<file path="src/rbws_pkg.sv">
// Shared types, constants and helper functions of the retry backoff write scheduler.
package rbws_pkg;

  localparam int SLOTS   = 2;
  localparam int KINDS   = 3;
  localparam int NENT    = SLOTS * KINDS;
  localparam int IDX_W   = $clog2(NENT);
  localparam int VALUE_W = 24;
  localparam int TIME_W  = 32;
  localparam int FAIL_W  = 8;
  localparam int SENDS_W = 2;

  localparam int CFG_IDX_W  = 2;
  localparam int CFG_DATA_W = 12;
  localparam int GAP_W      = 10;
  localparam int RESEND_W   = 12;

  localparam logic [CFG_IDX_W-1:0] REG_TARGET = 2'd0;
  localparam logic [CFG_IDX_W-1:0] REG_GAP    = 2'd1;
  localparam logic [CFG_IDX_W-1:0] REG_RESEND = 2'd2;

  localparam logic [1:0] TGT_BOTH  = 2'd0;
  localparam logic [1:0] TGT_SLOT0 = 2'd1;
  localparam logic [1:0] TGT_SLOT1 = 2'd2;
  localparam logic [1:0] TGT_SPARE = 2'd3;

  localparam logic MODE_ENQ  = 1'b0;
  localparam logic MODE_TICK = 1'b1;

  localparam logic [1:0] KIND_POWER  = 2'd0;
  localparam logic [1:0] KIND_BRIGHT = 2'd1;
  localparam logic [1:0] KIND_COLOR  = 2'd2;
  localparam logic [1:0] KIND_SPARE  = 2'd3;

  localparam logic [GAP_W-1:0]    GAP_RESET    = 10'd18;
  localparam logic [RESEND_W-1:0] RESEND_RESET = 12'd100;

  localparam logic [VALUE_W-1:0] BRIGHT_MAX     = 24'd100;
  localparam logic [TIME_W-1:0]  FAIL_BASE_MS   = 32'd250;
  localparam logic [TIME_W-1:0]  FAIL_CAP_MS    = 32'd5000;
  localparam logic [FAIL_W-1:0]  FAIL_MAX_SHIFT = 8'd4;
  localparam logic [FAIL_W-1:0]  FAIL_SAT       = 8'd255;

  localparam logic [SENDS_W-1:0] SENDS_RELIABLE = 2'd2;
  localparam logic [SENDS_W-1:0] SENDS_SINGLE   = 2'd1;

  // One stored command entry
  typedef struct packed {
    logic [VALUE_W-1:0] value;
    logic [SENDS_W-1:0] sends_left;
    logic [FAIL_W-1:0]  failures;
    logic [TIME_W-1:0]  due;
  } entry_t;

  localparam int ENTRY_W = $bits(entry_t);

  // Configuration register contents
  typedef struct packed {
    logic [1:0]          target;
    logic [GAP_W-1:0]    min_gap;
    logic [RESEND_W-1:0] resend;
  } cfg_t;

  // Wait after a failed write: 250 ms shifted left by up to four, capped
  function automatic logic [TIME_W-1:0] backoff_ms(input logic [FAIL_W-1:0] fails);
    logic [2:0]        shift;
    logic [TIME_W-1:0] wait_ms;
    shift = 3'd0;
    if (fails > 8'd1) begin
      if ((fails - 8'd1) > FAIL_MAX_SHIFT) begin
        shift = FAIL_MAX_SHIFT[2:0];
      end else begin
        shift = 3'(fails - 8'd1);
      end
    end
    wait_ms = FAIL_BASE_MS << shift;
    return (wait_ms < FAIL_CAP_MS) ? wait_ms : FAIL_CAP_MS;
  endfunction

  // Flat entry index slot*KINDS+kind
  function automatic logic [IDX_W-1:0] entry_index(input logic slot, input logic [1:0] kind);
    return slot ? (IDX_W'(kind) + IDX_W'(KINDS)) : IDX_W'(kind);
  endfunction

endpackage

</file>
<file path="src/rbws_if.sv">
// Request and result channel interfaces of the retry backoff write scheduler.
interface rbws_req_if;
  logic                         valid;
  logic                         ready;
  logic                         mode;
  logic [rbws_pkg::TIME_W-1:0]  now_ms;
  logic [1:0]                   link_up;
  logic [1:0]                   cmd_kind;
  logic [rbws_pkg::VALUE_W-1:0] cmd_value;
  logic                         reliable;
  logic                         write_ok;

  modport source (
    output valid, mode, now_ms, link_up, cmd_kind, cmd_value, reliable, write_ok,
    input  ready
  );
  modport sink (
    input  valid, mode, now_ms, link_up, cmd_kind, cmd_value, reliable, write_ok,
    output ready
  );
endinterface

interface rbws_rsp_if;
  logic                         valid;
  logic                         ready;
  logic                         write_issued;
  logic                         write_slot;
  logic [1:0]                   write_kind;
  logic [rbws_pkg::VALUE_W-1:0] write_value;

  modport source (
    output valid, write_issued, write_slot, write_kind, write_value,
    input  ready
  );
  modport sink (
    input  valid, write_issued, write_slot, write_kind, write_value,
    output ready
  );
endinterface

</file>
<file path="src/retry_backoff_write_scheduler_unit.sv">
// Top level of the retry backoff write scheduler: configuration registers and sequencer.
//
// Usage:
//   req carries one request per handshake: an enqueue (mode 0) stores a latest-value
//   command per kind for each targeted, connected slot; a service tick (mode 1) may
//   issue one link write and carries the outcome of that write in write_ok.
//   rsp returns exactly one result per request; write_issued tells whether a write
//   went out, and slot, kind and value are zero otherwise.
//   The configuration port writes target_select (0), min_write_gap (1) and
//   resend_delay (2) on any cycle with cfg_we high; a change of target drops all
//   stored commands. Write it only while no request is in flight.
// Sequencing:
//   An enqueue visits ST_ENQ once per slot; ST_DONE then loads the output register.
//   A tick runs a gap check, at most one scan step per entry and one check step per
//   pending entry, as the entry RAM read data is registered, then ST_DONE as well.
//   The next request is accepted back in ST_IDLE; one request is worked on at a time.
// Reset and stall:
//   Synchronous reset clears all pending flags, the last write time, the slot pointer
//   and the valid flag of the result register; configuration returns to 0, 18 and 100.
//   A stalled receiver holds the result in the output register; the next request
//   is still accepted and worked on, and waits only to hand over its own result.
module retry_backoff_write_scheduler_unit (
  input  logic                               clk,
  input  logic                               rst,
  input  logic                               cfg_we,
  input  logic [rbws_pkg::CFG_IDX_W-1:0]     cfg_index,
  input  logic [rbws_pkg::CFG_DATA_W-1:0]    cfg_wdata,
  rbws_req_if.sink                           req,
  rbws_rsp_if.source                         rsp
);

  rbws_pkg::cfg_t cfg;
  logic [1:0]     target_norm;
  logic           clear_all;

  // Map the spare target code onto both slots; flag a real change of target
  always_comb begin
    target_norm = (cfg_wdata[1:0] == rbws_pkg::TGT_SPARE) ? rbws_pkg::TGT_BOTH
                                                           : cfg_wdata[1:0];
    clear_all   = cfg_we && (cfg_index == rbws_pkg::REG_TARGET)
               && (target_norm != cfg.target);
  end

  // Configuration registers
  always_ff @(posedge clk) begin
    if (rst) begin
      cfg.target  <= rbws_pkg::TGT_BOTH;
      cfg.min_gap <= rbws_pkg::GAP_RESET;
      cfg.resend  <= rbws_pkg::RESEND_RESET;
    end else if (cfg_we) begin
      case (cfg_index)
        rbws_pkg::REG_TARGET: cfg.target  <= target_norm;
        rbws_pkg::REG_GAP:    cfg.min_gap <= cfg_wdata[rbws_pkg::GAP_W-1:0];
        rbws_pkg::REG_RESEND: cfg.resend  <= cfg_wdata[rbws_pkg::RESEND_W-1:0];
        default: begin
        end
      endcase
    end
  end

  rbws_ctrl u_ctrl (
    .clk       (clk),
    .rst       (rst),
    .cfg       (cfg),
    .clear_all (clear_all),
    .req       (req),
    .rsp       (rsp)
  );

endmodule

</file>
<file path="src/rbws_ram.sv">
// Generic single-write, single-read synchronous RAM with registered read data.
module rbws_ram #(
  parameter int WIDTH = 8,
  parameter int DEPTH = 6,
  localparam int AW = $clog2(DEPTH)
) (
  input  logic             clk,
  input  logic             we,
  input  logic [AW-1:0]    waddr,
  input  logic [WIDTH-1:0] wdata,
  input  logic [AW-1:0]    raddr,
  output logic [WIDTH-1:0] rdata
);

  logic [WIDTH-1:0] mem [DEPTH];

  // Write port
  always_ff @(posedge clk) begin
    if (we) begin
      mem[waddr] <= wdata;
    end
  end

  // Registered read port
  always_ff @(posedge clk) begin
    rdata <= mem[raddr];
  end

endmodule

</file>
<file path="src/rbws_ctrl.sv">
// Sequencer: enqueue writes, gap check, entry scan, retry update and result register.
module rbws_ctrl (
  input  logic           clk,
  input  logic           rst,
  input  rbws_pkg::cfg_t cfg,
  input  logic           clear_all,
  rbws_req_if.sink       req,
  rbws_rsp_if.source     rsp
);

  typedef enum logic [2:0] {
    ST_IDLE,
    ST_ENQ,
    ST_GAP,
    ST_SCAN,
    ST_CHECK,
    ST_DONE
  } state_t;

  state_t state;

  // Latched request
  logic [rbws_pkg::TIME_W-1:0]  now_q;
  logic [1:0]                   link_q;
  logic [1:0]                   kind_q;
  logic [rbws_pkg::VALUE_W-1:0] value_q;
  logic                         rel_q;
  logic                         ok_q;

  // Scheduler state held in flops
  logic [rbws_pkg::NENT-1:0]   pending;
  logic [rbws_pkg::TIME_W-1:0] last_write_time;
  logic                        next_slot;

  // Scan position
  logic       pass_q;
  logic [1:0] k_q;
  logic       enq_slot;

  // Pending result and output register
  logic                         res_issued;
  logic                         res_slot;
  logic [1:0]                   res_kind;
  logic [rbws_pkg::VALUE_W-1:0] res_value;
  logic                         out_valid;
  logic                         out_issued;
  logic                         out_slot;
  logic [1:0]                   out_kind;
  logic [rbws_pkg::VALUE_W-1:0] out_value;

  // Memory port signals
  logic                          ram_we;
  logic [rbws_pkg::IDX_W-1:0]    ram_waddr;
  logic [rbws_pkg::ENTRY_W-1:0]  ram_wdata;
  logic [rbws_pkg::ENTRY_W-1:0]  ram_rdata;

  // Request normalization
  logic [1:0]                   in_kind;
  logic [rbws_pkg::VALUE_W-1:0] in_value;

  // Derived control
  logic                          cur_slot;
  logic [rbws_pkg::IDX_W-1:0]    cur_idx;
  logic [rbws_pkg::IDX_W-1:0]    enq_idx;
  logic                          enq_targeted;
  logic                          enq_hit;
  logic                          slot_down;
  logic [rbws_pkg::TIME_W-1:0]   gap_diff;
  logic [rbws_pkg::TIME_W-1:0]   due_diff;
  logic                          entry_due;
  logic                          scan_last;
  rbws_pkg::entry_t              rd_entry;
  rbws_pkg::entry_t              upd_entry;
  rbws_pkg::entry_t              enq_entry;
  logic [rbws_pkg::SENDS_W-1:0]  sends_dec;
  logic [rbws_pkg::FAIL_W-1:0]   fails_inc;

  rbws_ram #(
    .WIDTH (rbws_pkg::ENTRY_W),
    .DEPTH (rbws_pkg::NENT)
  ) u_entries (
    .clk   (clk),
    .we    (ram_we),
    .waddr (ram_waddr),
    .wdata (ram_wdata),
    .raddr (cur_idx),
    .rdata (ram_rdata)
  );

  // Normalize kind and value of an incoming command
  always_comb begin
    in_kind = (req.cmd_kind == rbws_pkg::KIND_SPARE) ? rbws_pkg::KIND_COLOR : req.cmd_kind;
    in_value = req.cmd_value;
    case (in_kind)
      rbws_pkg::KIND_POWER: begin
        in_value = (req.cmd_value != '0) ? rbws_pkg::VALUE_W'(1) : '0;
      end
      rbws_pkg::KIND_BRIGHT: begin
        if (req.cmd_value > rbws_pkg::BRIGHT_MAX) begin
          in_value = rbws_pkg::BRIGHT_MAX;
        end
      end
      default: begin
        in_value = req.cmd_value;
      end
    endcase
  end

  // Scan and enqueue addressing
  always_comb begin
    cur_slot     = next_slot ^ pass_q;
    cur_idx      = rbws_pkg::entry_index(cur_slot, k_q);
    enq_idx      = rbws_pkg::entry_index(enq_slot, kind_q);
    enq_targeted = (cfg.target == rbws_pkg::TGT_BOTH)
                || (!enq_slot && cfg.target == rbws_pkg::TGT_SLOT0)
                || (enq_slot && cfg.target == rbws_pkg::TGT_SLOT1);
    enq_hit      = enq_targeted && link_q[enq_slot];
    slot_down    = !link_q[cur_slot];
    scan_last    = pass_q && (k_q == rbws_pkg::KIND_COLOR);
    gap_diff     = now_q - last_write_time;
  end

  // Due test and retry update of the entry just read
  always_comb begin
    rd_entry  = rbws_pkg::entry_t'(ram_rdata);
    due_diff  = now_q - rd_entry.due;
    entry_due = !due_diff[rbws_pkg::TIME_W-1];
    sends_dec = (rd_entry.sends_left != '0) ? rd_entry.sends_left - 2'd1 : '0;
    fails_inc = (rd_entry.failures == rbws_pkg::FAIL_SAT)
              ? rbws_pkg::FAIL_SAT : rd_entry.failures + 8'd1;
    upd_entry = rd_entry;
    if (ok_q) begin
      upd_entry.failures   = '0;
      upd_entry.sends_left = sends_dec;
      upd_entry.due        = now_q + rbws_pkg::TIME_W'(cfg.resend);
    end else begin
      upd_entry.failures = fails_inc;
      upd_entry.due      = now_q + rbws_pkg::backoff_ms(fails_inc);
    end
  end

  // Memory write port: enqueue fill or retry update
  always_comb begin
    enq_entry.value      = value_q;
    enq_entry.sends_left = rel_q ? rbws_pkg::SENDS_RELIABLE : rbws_pkg::SENDS_SINGLE;
    enq_entry.failures   = '0;
    enq_entry.due        = now_q;
    if (state == ST_ENQ) begin
      ram_we    = enq_hit;
      ram_waddr = enq_idx;
      ram_wdata = enq_entry;
    end else begin
      ram_we    = (state == ST_CHECK) && entry_due;
      ram_waddr = cur_idx;
      ram_wdata = upd_entry;
    end
  end

  // Sequencer, scheduler flops and output register
  always_ff @(posedge clk) begin
    if (rst) begin
      state           <= ST_IDLE;
      pending         <= '0;
      last_write_time <= '0;
      next_slot       <= 1'b0;
      out_valid       <= 1'b0;
    end else begin
      if (out_valid && rsp.ready && state != ST_DONE) begin
        out_valid <= 1'b0;
      end
      if (clear_all) begin
        pending <= '0;
      end
      case (state)
        ST_IDLE: begin
          if (req.valid) begin
            now_q      <= req.now_ms;
            link_q     <= req.link_up;
            kind_q     <= in_kind;
            value_q    <= in_value;
            rel_q      <= req.reliable;
            ok_q       <= req.write_ok;
            pass_q     <= 1'b0;
            k_q        <= rbws_pkg::KIND_POWER;
            enq_slot   <= 1'b0;
            res_issued <= 1'b0;
            res_slot   <= 1'b0;
            res_kind   <= rbws_pkg::KIND_POWER;
            res_value  <= '0;
            state      <= (req.mode == rbws_pkg::MODE_ENQ) ? ST_ENQ : ST_GAP;
          end
        end
        ST_ENQ: begin
          if (enq_hit) begin
            pending[enq_idx] <= 1'b1;
          end
          if (enq_slot) begin
            state <= ST_DONE;
          end else begin
            enq_slot <= 1'b1;
          end
        end
        ST_GAP: begin
          if (gap_diff < rbws_pkg::TIME_W'(cfg.min_gap)) begin
            state <= ST_DONE;
          end else begin
            state <= ST_SCAN;
          end
        end
        ST_SCAN: begin
          if (slot_down && k_q == rbws_pkg::KIND_POWER) begin
            // Drop every entry of a disconnected slot, then move to the other slot or finish
            for (int j = 0; j < rbws_pkg::KINDS; j++) begin
              pending[rbws_pkg::entry_index(cur_slot, 2'(j))] <= 1'b0;
            end
            if (pass_q) begin
              state <= ST_DONE;
            end else begin
              pass_q <= 1'b1;
            end
          end else if (pending[cur_idx]) begin
            state <= ST_CHECK;
          end else if (scan_last) begin
            state <= ST_DONE;
          end else if (k_q == rbws_pkg::KIND_COLOR) begin
            pass_q <= 1'b1;
            k_q    <= rbws_pkg::KIND_POWER;
          end else begin
            k_q <= k_q + 2'd1;
          end
        end
        ST_CHECK: begin
          if (entry_due) begin
            res_issued      <= 1'b1;
            res_slot        <= cur_slot;
            res_kind        <= k_q;
            res_value       <= rd_entry.value;
            last_write_time <= now_q;
            next_slot       <= ~cur_slot;
            if (ok_q && sends_dec == '0) begin
              pending[cur_idx] <= 1'b0;
            end
            state <= ST_DONE;
          end else if (scan_last) begin
            state <= ST_DONE;
          end else if (k_q == rbws_pkg::KIND_COLOR) begin
            pass_q <= 1'b1;
            k_q    <= rbws_pkg::KIND_POWER;
            state  <= ST_SCAN;
          end else begin
            k_q   <= k_q + 2'd1;
            state <= ST_SCAN;
          end
        end
        ST_DONE: begin
          if (!out_valid || rsp.ready) begin
            out_valid  <= 1'b1;
            out_issued <= res_issued;
            out_slot   <= res_slot;
            out_kind   <= res_kind;
            out_value  <= res_value;
            state      <= ST_IDLE;
          end
        end
        default: begin
          state <= ST_IDLE;
        end
      endcase
    end
  end

  assign req.ready        = (state == ST_IDLE);
  assign rsp.valid        = out_valid;
  assign rsp.write_issued = out_issued;
  assign rsp.write_slot   = out_slot;
  assign rsp.write_kind   = out_kind;
  assign rsp.write_value  = out_value;

endmodule
</file>
<file path="src/flat_wrapper.sv">
// flat-port wrapper written by rule: the top's interface ports become plain ports
module retry_backoff_write_scheduler_unit_flat 
  (clk, rst, cfg_we, cfg_index, cfg_wdata, req_valid, req_mode, req_now_ms, req_link_up, req_cmd_kind, req_cmd_value, req_reliable, req_write_ok, req_ready, rsp_valid, rsp_write_issued, rsp_write_slot, rsp_write_kind, rsp_write_value, rsp_ready);
  rbws_req_if req_i ();
  rbws_rsp_if rsp_i ();
  input  logic clk;
  input  logic rst;
  input  logic cfg_we;
  input  logic [rbws_pkg::CFG_IDX_W-1:0] cfg_index;
  input  logic [rbws_pkg::CFG_DATA_W-1:0] cfg_wdata;
  input wire logic [$bits(req_i.valid)-1:0] req_valid;
  input wire logic [$bits(req_i.mode)-1:0] req_mode;
  input wire logic [$bits(req_i.now_ms)-1:0] req_now_ms;
  input wire logic [$bits(req_i.link_up)-1:0] req_link_up;
  input wire logic [$bits(req_i.cmd_kind)-1:0] req_cmd_kind;
  input wire logic [$bits(req_i.cmd_value)-1:0] req_cmd_value;
  input wire logic [$bits(req_i.reliable)-1:0] req_reliable;
  input wire logic [$bits(req_i.write_ok)-1:0] req_write_ok;
  output wire logic [$bits(req_i.ready)-1:0] req_ready;
  output wire logic [$bits(rsp_i.valid)-1:0] rsp_valid;
  output wire logic [$bits(rsp_i.write_issued)-1:0] rsp_write_issued;
  output wire logic [$bits(rsp_i.write_slot)-1:0] rsp_write_slot;
  output wire logic [$bits(rsp_i.write_kind)-1:0] rsp_write_kind;
  output wire logic [$bits(rsp_i.write_value)-1:0] rsp_write_value;
  input wire logic [$bits(rsp_i.ready)-1:0] rsp_ready;
  assign req_i.valid = req_valid;
  assign req_i.mode = req_mode;
  assign req_i.now_ms = req_now_ms;
  assign req_i.link_up = req_link_up;
  assign req_i.cmd_kind = req_cmd_kind;
  assign req_i.cmd_value = req_cmd_value;
  assign req_i.reliable = req_reliable;
  assign req_i.write_ok = req_write_ok;
  assign req_ready = req_i.ready;
  assign rsp_valid = rsp_i.valid;
  assign rsp_write_issued = rsp_i.write_issued;
  assign rsp_write_slot = rsp_i.write_slot;
  assign rsp_write_kind = rsp_i.write_kind;
  assign rsp_write_value = rsp_i.write_value;
  assign rsp_i.ready = rsp_ready;
  retry_backoff_write_scheduler_unit u_core (.clk(clk), .rst(rst), .cfg_we(cfg_we), .cfg_index(cfg_index), .cfg_wdata(cfg_wdata), .req(req_i), .rsp(rsp_i));
endmodule
</file>
<file path="config.mk">
export PLATFORM = sky130hd
export DESIGN_NAME = retry_backoff_write_scheduler_unit_flat
export DESIGN_NICKNAME = d
export VERILOG_FILES = /design/src/rbws_pkg.sv /design/src/rbws_if.sv /design/src/retry_backoff_write_scheduler_unit.sv /design/src/rbws_ram.sv /design/src/rbws_ctrl.sv /design/src/flat_wrapper.sv
export SDC_FILE = /design/constraint.sdc
export NUM_CORES = 1
export LEC_CHECK = 0
export BUFFER_PORTS_ARGS = -buffer_cell sky130_fd_sc_hd__buf_2
export CAP_MARGIN = 0
export CORE_MARGIN = 2
export CORE_UTILIZATION = 49
export CTS_BUF_LIST = sky130_fd_sc_hd__clkbuf_16
export DETAILED_ROUTE_END_ITERATION = 12
export HOLD_SLACK_MARGIN = 0.08
export PLACE_DENSITY_LB_ADDON = 0.3
export RECOVER_POWER = 100
export SLEW_MARGIN = 20
export SYNTH_ARGS = -nofsm -noshare
export SYNTH_HDL_FRONTEND = slang
export SYNTH_HIERARCHICAL = 1
export SYNTH_SLANG_ARGS = --single-unit
</file>
<file path="constraint.sdc">
create_clock -name clk -period 21.4 [get_ports clk]
set_input_delay 5.35 -clock clk [delete_from_list [all_inputs] [get_ports clk]]
set_output_delay 5.35 -clock clk [all_outputs]
set_load 0.05 [all_outputs]
</file>
# ---- Word level (Yosys, flattened, before mapping)
# Memories as Yosys holds them, arrays and structs flattened. A register that Yosys moved wholly into a read port is not among the register bits.
# Cells that the tools add are included.
dict set report word_totals {
  elab_cells 224
  mem_bits_rw 396
  mem_count 1
  regBits 189
}
dict set report classes {
  n_shift 1
  order_cmp 17
  eq_ne 26
  add_sub_neg 10
  n_bitwise 13
  mux 86
  reduce_logical 45
}
# name words width rd rd_clocked_by_memory_dff write_ports line
set memory_table {}
lappend memory_table {u_core.u_ctrl.u_entries.mem 6 66 1 1 1 rbws_ram.sv:15} ;# logic [WIDTH-1:0] mem [DEPTH];
# op count
set ops {}
lappend ops {{24-bit one-hot mux with 2 select lines} 2}
lappend ops {{24-bit two-way mux} 3}
lappend ops {{66-bit two-way mux} 1}
lappend ops {{32-bit subtractor} 2}
lappend ops {{3-bit two-way mux} 18}
lappend ops {{40-bit two-way mux} 1}
lappend ops {{6-bit two-way mux} 6}
lappend ops {{32-bit by 12-bit adder with 32-bit output} 1}
lappend ops {{32-bit adder} 1}
lappend ops {{32-bit by 10-bit < comparator with 1-bit output} 1}
lappend ops {{32-bit by 13-bit < comparator with 1-bit output (second input constant)} 1}
lappend ops {{32-bit two-way mux} 1}
lappend ops {{8-bit by 3-bit left shift with 32-bit output (first input constant)} 1}
lappend ops {{2-bit two-way mux} 14}
lappend ops {{1-bit two-way mux} 25}
lappend ops {{6-bit AND} 4}
lappend ops {{24-bit by 7-bit > comparator with 1-bit output (second input constant)} 1}
lappend ops {{6-bit NOT} 4}
lappend ops {{24-bit nonzero test} 1}
lappend ops {{3-bit one-hot mux with 6 select lines} 1}
lappend ops {{6-bit one-hot mux with 3 select lines} 1}
lappend ops {{1-bit logical AND} 16}
lappend ops {{3-bit by 4-bit < comparator with 1-bit output (second input constant)} 4}
lappend ops {{1-bit demux with 3-bit select} 5}
lappend ops {{other kinds (41)} 83}

# ---- Depth between registers and ports, before layout
# Gate-level depths: netlist of run 1.
dict set report logic_depth {
  depth_word 13
  ltp_mapped 25
  ltp_nobuf 24
}

# ---- Cells and area by module
# Netlist of run 1, hierarchy kept.
# mod n_inst seq_area_each_um2 cells_each area_per_inst_um2
set modules_own_cells {}
lappend modules_own_cells {rbws_ram 1 13212.7 847 16723.5}
lappend modules_own_cells {rbws_ctrl 1 4524.3 1348 11622.4}
lappend modules_own_cells {retry_backoff_write_scheduler_unit 1 480.5 102 940.9}

# ---- Worst setup path before layout of run 1
# Ideal clock, no wire load.
dict set report synth_timing {
  path_kind {input -> register}
  startpoint {input port rst}
  endpoint {register u_core.u_ctrl.kind_q[0] (enable)}
  arrival_ns 8.366
  path_buffers 2
  path_stages 3
  setup_slack_ns 12.552
  cell_sequence {clkbuf_1 -> buf_1 -> nor2_1}
}
dict set report synth_between {
  elab_chain_len 2
}
# item line
set synth_rtl {}
lappend synth_rtl {{start: declaration} flat_wrapper.sv:7} ;# input logic rst;
lappend synth_rtl {{1-bit NOT (no source line)} n/a}
lappend synth_rtl {{3-bit AND reduction (no source line)} n/a}
lappend synth_rtl {{end signal: assignment} rbws_ctrl.sv:179} ;# kind_q <= in_kind;
lappend synth_rtl {{end: declaration} rbws_ctrl.sv:25} ;# logic [1:0] kind_q;
# No other way between the ends.
# A chain may end at the register's enable or synchronous reset.

# ---- Worst setup path in the final report of run 1
dict set report layout_timing {
  startpoint {input port rst}
  endpoint {register u_core/u_ctrl/res_value[0] in the netlist's numbering (enable)}
}
dict set report layout_between {
  elab_chain_len 2
}
# item line
set layout_rtl {}
lappend layout_rtl {{1-bit NOT (no source line)} n/a}
lappend layout_rtl {{4-bit AND reduction (no source line)} n/a}
lappend layout_rtl {{end signal: assignment} rbws_ctrl.sv:237} ;# res_value <= rd_entry.value;
lappend layout_rtl {{end: declaration} rbws_ctrl.sv:44} ;# logic [rbws_pkg::VALUE_W-1:0] res_value;
# No other way between the ends.

==> flow_summary.rst, run 1 <==
.. list-table::
   :header-rows: 1

   * - Metric
     - Value
   * - Outcome
     - finished, violations left
   * - Failing checks
     - max-capacitance violations, max-slew violations
   * - Buffers on Ports
     - 111
   * - Multiplexer share of the synthesized area
     - 7.52%
   * - Nets@finish
     - about 2600
   * - Number of iterations in the first detailed-routing pass
     - 7
   * - Clock latency of the later-clocked register in the worst-skew pair
     - slightly above 0.6 ns
   * - Main combinational cell family by area after synthesis
     - compound AO/OA/AOI/OAI gates
   * - Die Footprint
     - between 60000 and 70000 µm²
   * - I/O pin cnt
     - 112
   * - Depth of the most critical reg-to-reg path
     - 8
   * - Post-synthesis async set-or-reset flop share
     - 0%
   * - CTS sink count
     - approximately 650
   * - Most instantiated flip-flop cell in the synthesis netlist
     - sky130_fd_sc_hd__edfxtp_1
   * - Placed wire-length estimate after detailed placement
     - between 40 and 50 mm
   * - Detail-routed net length per standard cell
     - between 20 and 25 µm
   * - Setup_tns
     - 0 ns
   * - Avg Vias per Cell
     - 5.75
   * - Total via count after detailed routing
     - 18600
   * - Commonest non-fill, non-tap cells in the layout
     - sky130_fd_sc_hd__edfxtp_1 (518), sky130_fd_sc_hd__mux2i_1 (219), sky130_fd_sc_hd__nand2_1 (204)
   * - Startpoint Class
     - primary input
   * - Synth Area in XOR/XNOR
     - about 1.6%
   * - Sequential area share after synthesis
     - just over 60%
   * - Clock root buffer
     - sky130_fd_sc_hd__clkbuf_16
   * - CTS tree
     - done
   * - Chip Width
     - 248 µm
   * - Synth cell types
     - slightly above 80
   * - Data required, critical path
     - 21.14 ns
   * - Post-cts sizing count
     - 0
   * - Starting density of the core
     - around half
   * - Leakage component of the power
     - between 10 and 15 nW
   * - Critical-path maximum fanout
     - 72
   * - Number of CTS-inserted buffers
     - just under 70
   * - Pwr per Cell Area
     - 137 nW/µm²
   * - Reg clk slew, reported paths
     - 0.06 ns
   * - Vias in the first global route
     - 18500
   * - Layout overhead on the synthesized area
     - 10.5%
   * - Overall overflow remaining after global route
     - 0
   * - Routability cong.
     - 0.878
   * - Highest cell delay on the worst timing path
     - ~2.4 ns
   * - Synthesized area per cell
     - about 13 µm²
   * - Total number of H-tree levels
     - 3
   * - Final number of hold-violating endpoints
     - 0
   * - Sw Ratio
     - a little over a third
   * - Maximum operating frequency
     - between 0.09 and 0.1 GHz
   * - Int Pwr
     - a little under 3 mW
   * - Headroom to the max-slew limit
     - -209%
   * - GRT Overall Usage
     - approximately 22%
   * - Global-route wire length before repair
     - around 100 mm
   * - Setup repair after global routing missed its margin
     - no
   * - Max-cap viol count
     - 21
   * - Number of antenna violations at the first check in global routing
     - 2
   * - Part of the power in registers
     - between 40% and 50%
   * - CP Class
     - in2reg
   * - Worst-margin pin slew
     - ~4.6 ns
   * - Highest-delay cell along the critical path
     - sky130_fd_sc_hd__clkbuf_1
   * - Maximum number of pins on one net before global-route repair
     - ~110
   * - Iter 0 DRT Violations
     - between 1000 and 1500
   * - Setup slack of the most critical reg-to-reg path
     - roughly 12 ns
   * - Hold endpoint
     - u_core/u_ctrl/rsp.write_kind[1]$_DFFE_PP_
   * - Drt drc
     - 0
   * - Final setup vio count
     - 0
   * - Clock Skew
     - 0.0265 ns
   * - Filler instances
     - between 4000 and 5000
   * - Number of cells on the worst hold path
     - 0
   * - Cells traversed along the worst timing path
     - buf_2 > clkbuf_1 > a21oi_1
   * - Worst ir drop on vdd
     - between 0.1 and 0.15 mV
   * - Number of warning messages in the yosys log
     - 6
   * - Relative contribution of the clock network to total power
     - roughly 26%
   * - WP data arrival
     - between 9 and 10 ns
   * - Min-delay worst type
     - reg2reg
   * - Reg2reg end
     - u_core/u_ctrl/u_entries/mem[2][37]$_DFFE_PP_
   * - Combinational share of power
     - roughly a third
   * - Fraction of final layout cells with drive strength greater than 1
     - between 8 and 9%
   * - Tmin final
     - a little over 10 ns
   * - Most common cell after layout, fill and taps aside
     - sky130_fd_sc_hd__edfxtp_1
   * - Post-CTS Hold Fix Bufs
     - 0
   * - Number of post-CTS setup repair buffers
     - 0
   * - Row count
     - 89
   * - Synthesized area
     - approximately 30000 µm²
   * - CP endpoint kind
     - register
   * - Core region area
     - just under 60000 µm²
   * - DRT Wirelength
     - 68.0 mm
   * - Post-synth EDFFs
     - 518
   * - Switching power summed over all nets
     - 1.54 mW
   * - Period utilization
     - a little under half
   * - Launch instance of the worst min-delay path
     - u_core/u_ctrl/res_kind[1]$_SDFFCE_PN0P_
   * - Yosys reg bits
     - roughly 650
   * - Post-synthesis share of cell area spent on and, or, nand and nor gates
     - between 10 and 15%
   * - Number of antenna-violating nets in the routed design
     - 0
   * - Die height
     - 248 µm
   * - Cells after Synth
     - 2297
   * - Maximum clock insertion buffer count
     - 3
   * - Post-synthesis share of cell area spent on full adders, half adders and majority gates
     - approximately 4.1%
   * - Reg-to-Reg Start
     - u_core/u_ctrl/state[2]$_SDFFE_PP0P_
   * - Fin. max-slew vios
     - around 830
   * - Worst Hold Margin
     - 0.410 ns
   * - Complex-gate fraction of the synthesized area
     - a little over a tenth
==> metrics by stage <==
step	instance area (µm²)	std cells	util, %	power [mW]	worst slack, ns
2_1_floorplan	29300	2298	-	2.95	12.55
3_3_place_gp	30500	3107	51.7	3.29	13.91
3_5_place_dp	30500	3107	51.7	3.33	13.84
4_1_cts	32600	3230	55.3	4.47	14.12
5_1_grt	32400	3231	54.8	4.66	10.34
6_report	32400	3232	54.8	4.43	11.20
==> cells in the mapped netlist (all sizes together) (7+ instances only) <==
| cell | count | area, µm² |
|---|---|---|
| xor2 | 31 | 272 |
| nor3b | 11 | 87.6 |
| nand3 | 61 | 305 |
| mux2i | 219 | 2190 |
| nor3 | 40 | 200 |
| nor2b | 21 | 131 |
| a211oi | 8 | 60.1 |
| o31ai | 11 | 82.6 |
| ha | 93 | 1160 |
| a211o | 7 | 61.3 |
| a31oi | 12 | 75.1 |
| nand2b | 16 | 100 |
| nand3b | 12 | 103 |
| dfxtp | 133 | 2660 |
| buf | 48 | 399 |
| xnor2 | 23 | 201 |
| a22o | 66 | 578 |
| clkbuf | 57 | 225 |
| and2 | 29 | 181 |
| nand4 | 16 | 100 |
| a21o | 32 | 241 |
| inv | 110 | 413 |
| o21bai | 8 | 60.1 |
| nand2 | 204 | 766 |
| and3 | 36 | 225 |
| o21a | 12 | 90.1 |
| nor2 | 115 | 432 |
| edfxtp | 518 | 15600 |
| nor4 | 7 | 50.1 |
| a21oi | 199 | 1200 |
| o21ai | 47 | 235 |
==> logic make-up (layout without fill, tap and decap cells) <==
logic type,after synthesis,in the layout
buf+inv,216,376
compound gates,461,461
xor+xnor,54,54
flops,651,651
mux,220,220
simple gates,598,598
fa+ha+maj,96,96
other cells,1,3
==> critical path, delay by kind of cell <==
family                 cells  cell delay, ns
AOI/OAI and AO/OA          1            2.08
buffers and inverters      2            2.44
==> power by group through the flow <==
stage	Sequential, mW	Clock, mW	Combinational (mW)
finish	1.84	1.13	1.46
global route	1.86	1.20	1.60
CTS	1.83	1.15	1.49
detailed placement	1.85	0	1.48
global placement	1.85	0	1.44
floorplan	1.82	0	1.13
==> per-layer routing <==
metal / wire (µm) / global-route usage [%] / up-vias / part of all wire, %
met5: 13 / 0 / - / 0.019
met4: 1170 / 5.32 / 2 / 1.7
met3: 3220 / 3.78 / 79 / 4.7
met2: 34800 / 38.2 / 461 / 51
met1: 28700 / 27.5 / 9274 / 42
li1: - / - / 8761 / -
==> registers in the layout, summed over array words and instances (netlist names), 2 cells and up <==
name,count
u_core/u_ctrl/pending,6
u_core/u_ctrl/kind_q,2
u_core/u_ctrl/res_kind,2
u_core/u_ctrl/last_write_time,32
u_core/u_ctrl/u_entries/mem,396
u_core/cfg,24
u_core/u_ctrl/value_q,24
u_core/u_ctrl/now_q,32
u_core/u_ctrl/state,3
u_core/u_ctrl/k_q,2
u_core/u_ctrl/link_q,2
u_core/u_ctrl/rsp.write_value,24
u_core/u_ctrl/rsp.write_kind,2
u_core/u_ctrl/u_entries/rdata,66
u_core/u_ctrl/res_value,24
==> worst max path at each step <==
| stage | startpoint | endpoint | cells after the start |
|---|---|---|---|
| after detailed placement | req_cmd_value[11] | u_core/u_ctrl/value_q[23]$_DFFE_PP_ | 7 |
| after CTS | u_core/u_ctrl/u_entries/rdata[32]$_DFF_P_ | u_core/u_ctrl/u_entries/mem[5][31]$_DFFE_PP_ | 21 |
| after global placement | req_cmd_value[11] | u_core/u_ctrl/value_q[23]$_DFFE_PP_ | 7 |
| after floorplan | rst | u_core/u_ctrl/kind_q[0]$_DFFE_PP_ | 3 |
| after global routing | rst | u_core/u_ctrl/res_value[0]$_SDFFCE_PN0P_ | 3 |
| final | rst | u_core/u_ctrl/res_value[0]$_SDFFCE_PN0P_ | 3 |
==> area by class of cell <==
type / instances / area (µm²) / share of cell area, %
antenna: 1 / 2.50 / 0.00773
clock buffer: 70 / 1750 / 5.41
clock inverter: 53 / 388 / 1.20
inverter: 111 / 424 / 1.31
multi-input combinational: 1431 / 9950 / 30.7
sequential: 651 / 18200 / 56.3
tap: 773 / 967 / 2.99
timing repair buffer: 142 / 659 / 2.04
Note: power is estimated with default switching activity, not from simulation.
==> run 2: changes to the inputs <==
==> constraint.sdc (replaced) <==
create_clock -name clk -period 8.8 [get_ports clk]
set_input_delay 2.2 -clock clk [delete_from_list [all_inputs] [get_ports clk]]
set_output_delay 2.2 -clock clk [all_outputs]
set_load 0.05 [all_outputs]
==> run 2 against run 1 <==
  * The flow still finishes with violations (max-capacitance violations, max-slew violations)
  * Clock-buffer cell count grew 1
  * First-iteration DRC count down 7.4%
  * Non-clock buffer count unchanged
  * Largest power group unchanged
==> flow_summary.rst, run 2 (synthesis gave the netlist of run 1 again) <==
.. list-table::
   :header-rows: 1

   * - Metric
     - Value
   * - Starting density of the core
     - between 40% and 50%
   * - Failing checks
     - max-capacitance violations, max-slew violations
   * - Combinational share of power
     - about a third
   * - Number of cells on the worst hold path
     - 0
   * - Total placed instance area
     - roughly 31000 µm²
   * - Fraction of final layout cells with drive strength greater than 1
     - under 10%
   * - Min-delay worst type
     - reg2reg
   * - Buffers on Ports
     - roughly 110
   * - Cell area after layout
     - approximately 33000 µm²
   * - Nets@finish
     - 2584
   * - Core region area
     - 59000 µm²
   * - Global-route wire length before repair
     - between 100 and 150 mm
   * - CP endpoint kind
     - register
   * - Layout overhead on the synthesized area
     - 11.5%
   * - Number of antenna violations at the first check in global routing
     - 1
   * - Pwr per Cell Area
     - between 300 and 400 nW/µm²
   * - Final core utilization
     - about 55%
   * - Worst slack, placed
     - roughly 2.4 ns
   * - Iter 0 DRT Violations
     - around 1300
   * - Vias in the first global route
     - ~19000
   * - Maximum number of pins on one net before global-route repair
     - 86
   * - Placed wire-length estimate after detailed placement
     - 43.0 mm
   * - Setup repair after global routing missed its margin
     - no
   * - Headroom to the max-slew limit
     - -187%
   * - Routability cong.
     - between 0.9 and 1
   * - Commonest non-fill, non-tap cells in the layout
     - sky130_fd_sc_hd__edfxtp_1 (518), sky130_fd_sc_hd__mux2i_1 (219), sky130_fd_sc_hd__nand2_1 (204)
   * - Fin. max-slew vios
     - around 560
   * - Tmin final
     - roughly 7.5 ns
   * - Number of post-CTS setup repair buffers
     - 0
   * - Setup_tns
     - 0 ns
   * - DRT Wirelength
     - approximately 69 mm
   * - Chip Width
     - 248 µm
   * - Die height
     - around 250 µm
   * - Int Pwr
     - around 7.2 mW
   * - Post-CTS Hold Fix Bufs
     - 0
   * - Drt drc
     - 0
   * - Clock Skew
     - a little under 0.04 ns
   * - Number of flip-flops under the largest register name
     - between 300 and 400
   * - Final worst-path setup slack
     - about 1.3 ns
   * - Row count
     - 89
   * - WP data arrival
     - about 7.7 ns
   * - Reg clk slew, reported paths
     - 0.06 ns
   * - Number of iterations in the first detailed-routing pass
     - 6
   * - Gr busiest metal
     - met2
   * - Startpoint Class
     - register
   * - Outcome
     - finished, violations left
   * - Maximum operating frequency
     - around 0.13 GHz
   * - Worst-margin pin slew
     - roughly 4.3 ns
   * - CTS sink count
     - ~650
   * - Clock latency of the later-clocked register in the worst-skew pair
     - roughly 0.64 ns
   * - Part of the power in registers
     - about two fifths
   * - Period utilization
     - 85.4%
   * - Critical-path maximum fanout
     - 60
   * - Number of antenna-violating nets in the routed design
     - 0
   * - Sw Ratio
     - approximately 35%
   * - Total number of H-tree levels
     - 3
   * - Overall overflow remaining after global route
     - 0
   * - Most common cell after layout, fill and taps aside
     - sky130_fd_sc_hd__edfxtp_1
   * - Met2 Track Usage GR
     - 37.9%
   * - Switching power summed over all nets
     - 3.80 mW
   * - Max-cap viol count
     - 13
   * - Clock root buffer
     - sky130_fd_sc_hd__clkbuf_16
   * - Die Footprint
     - around 60000 µm²
   * - Final setup vio count
     - 0
   * - GRT Overall Usage
     - 21.9%
   * - I/O pin cnt
     - approximately 110
   * - Data required, critical path
     - between 9 and 10 ns
   * - Maximum clock insertion buffer count
     - 3
   * - CTS tree
     - done
   * - Post-cts sizing count
     - 0
   * - Worst ir drop on vdd
     - between 0.3 and 0.4 mV
   * - CP Class
     - reg2reg
   * - Global-route met3 utilization
     - approximately 3.3%
   * - Relative contribution of the clock network to total power
     - 27.1%
   * - Number of CTS-inserted buffers
     - 70
   * - Final number of hold-violating endpoints
     - 0
   * - Leakage component of the power
     - 12.4 nW
   * - Depth of the most critical reg-to-reg path
     - 7
   * - Detail-routed net length per standard cell
     - 21.2 µm
   * - Filler instances
     - 4926
   * - Registers with the highest flip-flop counts
     - u_core/u_ctrl/u_entries/mem (396), u_core/u_ctrl/u_entries/rdata (66)
   * - Avg Vias per Cell
     - 5.72
   * - Met1 track demand over resource in global routing
     - 27.3%
   * - Total via count after detailed routing
     - approximately 19000
   * - Top register by number of flip-flops
     - u_core/u_ctrl/u_entries/mem
run 2: cell type report:
cell class	count	area, µm²	area share [%]
clock buffers	71	1780	5.44
multi-input cells	1431	9960	30.5
flip-flops and latches	651	18200	55.8
diodes	1	2.50	0.00766
clock inverters	59	623	1.91
repair buffers	142	686	2.10
inverters	111	424	1.30
well taps	773	967	2.96
run 2: layer usage:
metal,up-vias,share of wire (%)
met4,0,3.0
met5,-,0
met1,9137,42
met3,120,4.2
li1,8784,-
met2,487,50
run 2: final timing paths:
| check | slack (ns) | endpoint | startpoint |
|---|---|---|---|
| worst max-delay path | 1.29 | u_core/u_ctrl/u_entries/mem[4][62]$_DFFE_PP_ | u_core/u_ctrl/state[2]$_SDFFE_PP0P_ |
| worst min register to register | 0.41 | u_core/u_ctrl/rsp.write_value[16]$_DFFE_PP_ | u_core/u_ctrl/res_value[16]$_SDFFCE_PN0P_ |
| worst max register to register | 1.29 | u_core/u_ctrl/u_entries/mem[4][62]$_DFFE_PP_ | u_core/u_ctrl/state[2]$_SDFFE_PP0P_ |
| worst min-delay path | 0.41 | u_core/u_ctrl/rsp.write_value[16]$_DFFE_PP_ | u_core/u_ctrl/res_value[16]$_SDFFCE_PN0P_ |
run 2: power groups by stage:
stage | Combinational [mW] | Clock [mW] | Sequential (mW)
6_report | 3.56 | 2.99 | 4.46
5_1_grt | 3.92 | 3.17 | 4.50
4_1_cts | 3.62 | 3.05 | 4.45
3_5_place_dp | 3.60 | 0 | 4.51
3_3_place_gp | 3.51 | 0 | 4.49
2_1_floorplan | 2.75 | 0 | 4.43
run 2: critical path, stage by stage (launching register included):
cell	delay [ns]
sky130_fd_sc_hd__dfxtp_1	0.33
sky130_fd_sc_hd__clkbuf_1	1.26
sky130_fd_sc_hd__or3b_2	0.34
sky130_fd_sc_hd__clkbuf_1	2.43
sky130_fd_sc_hd__a21oi_1	0.25
sky130_fd_sc_hd__nand2b_1	0.41
sky130_fd_sc_hd__nor2_4	0.69
sky130_fd_sc_hd__clkbuf_2	1.35
run 2: per-stage QoR:
step / total power, mW / std cells / hold WS, ns
after global routing: 11.6 / 3238 / 0.423
final: 11.0 / 3239 / 0.411
after detailed placement: 8.11 / 3108 / 0.405
after CTS: 11.1 / 3238 / 0.415
after global placement: 8.00 / 3108 / 0.404
after floorplan: 7.18 / 2298 / 0.400
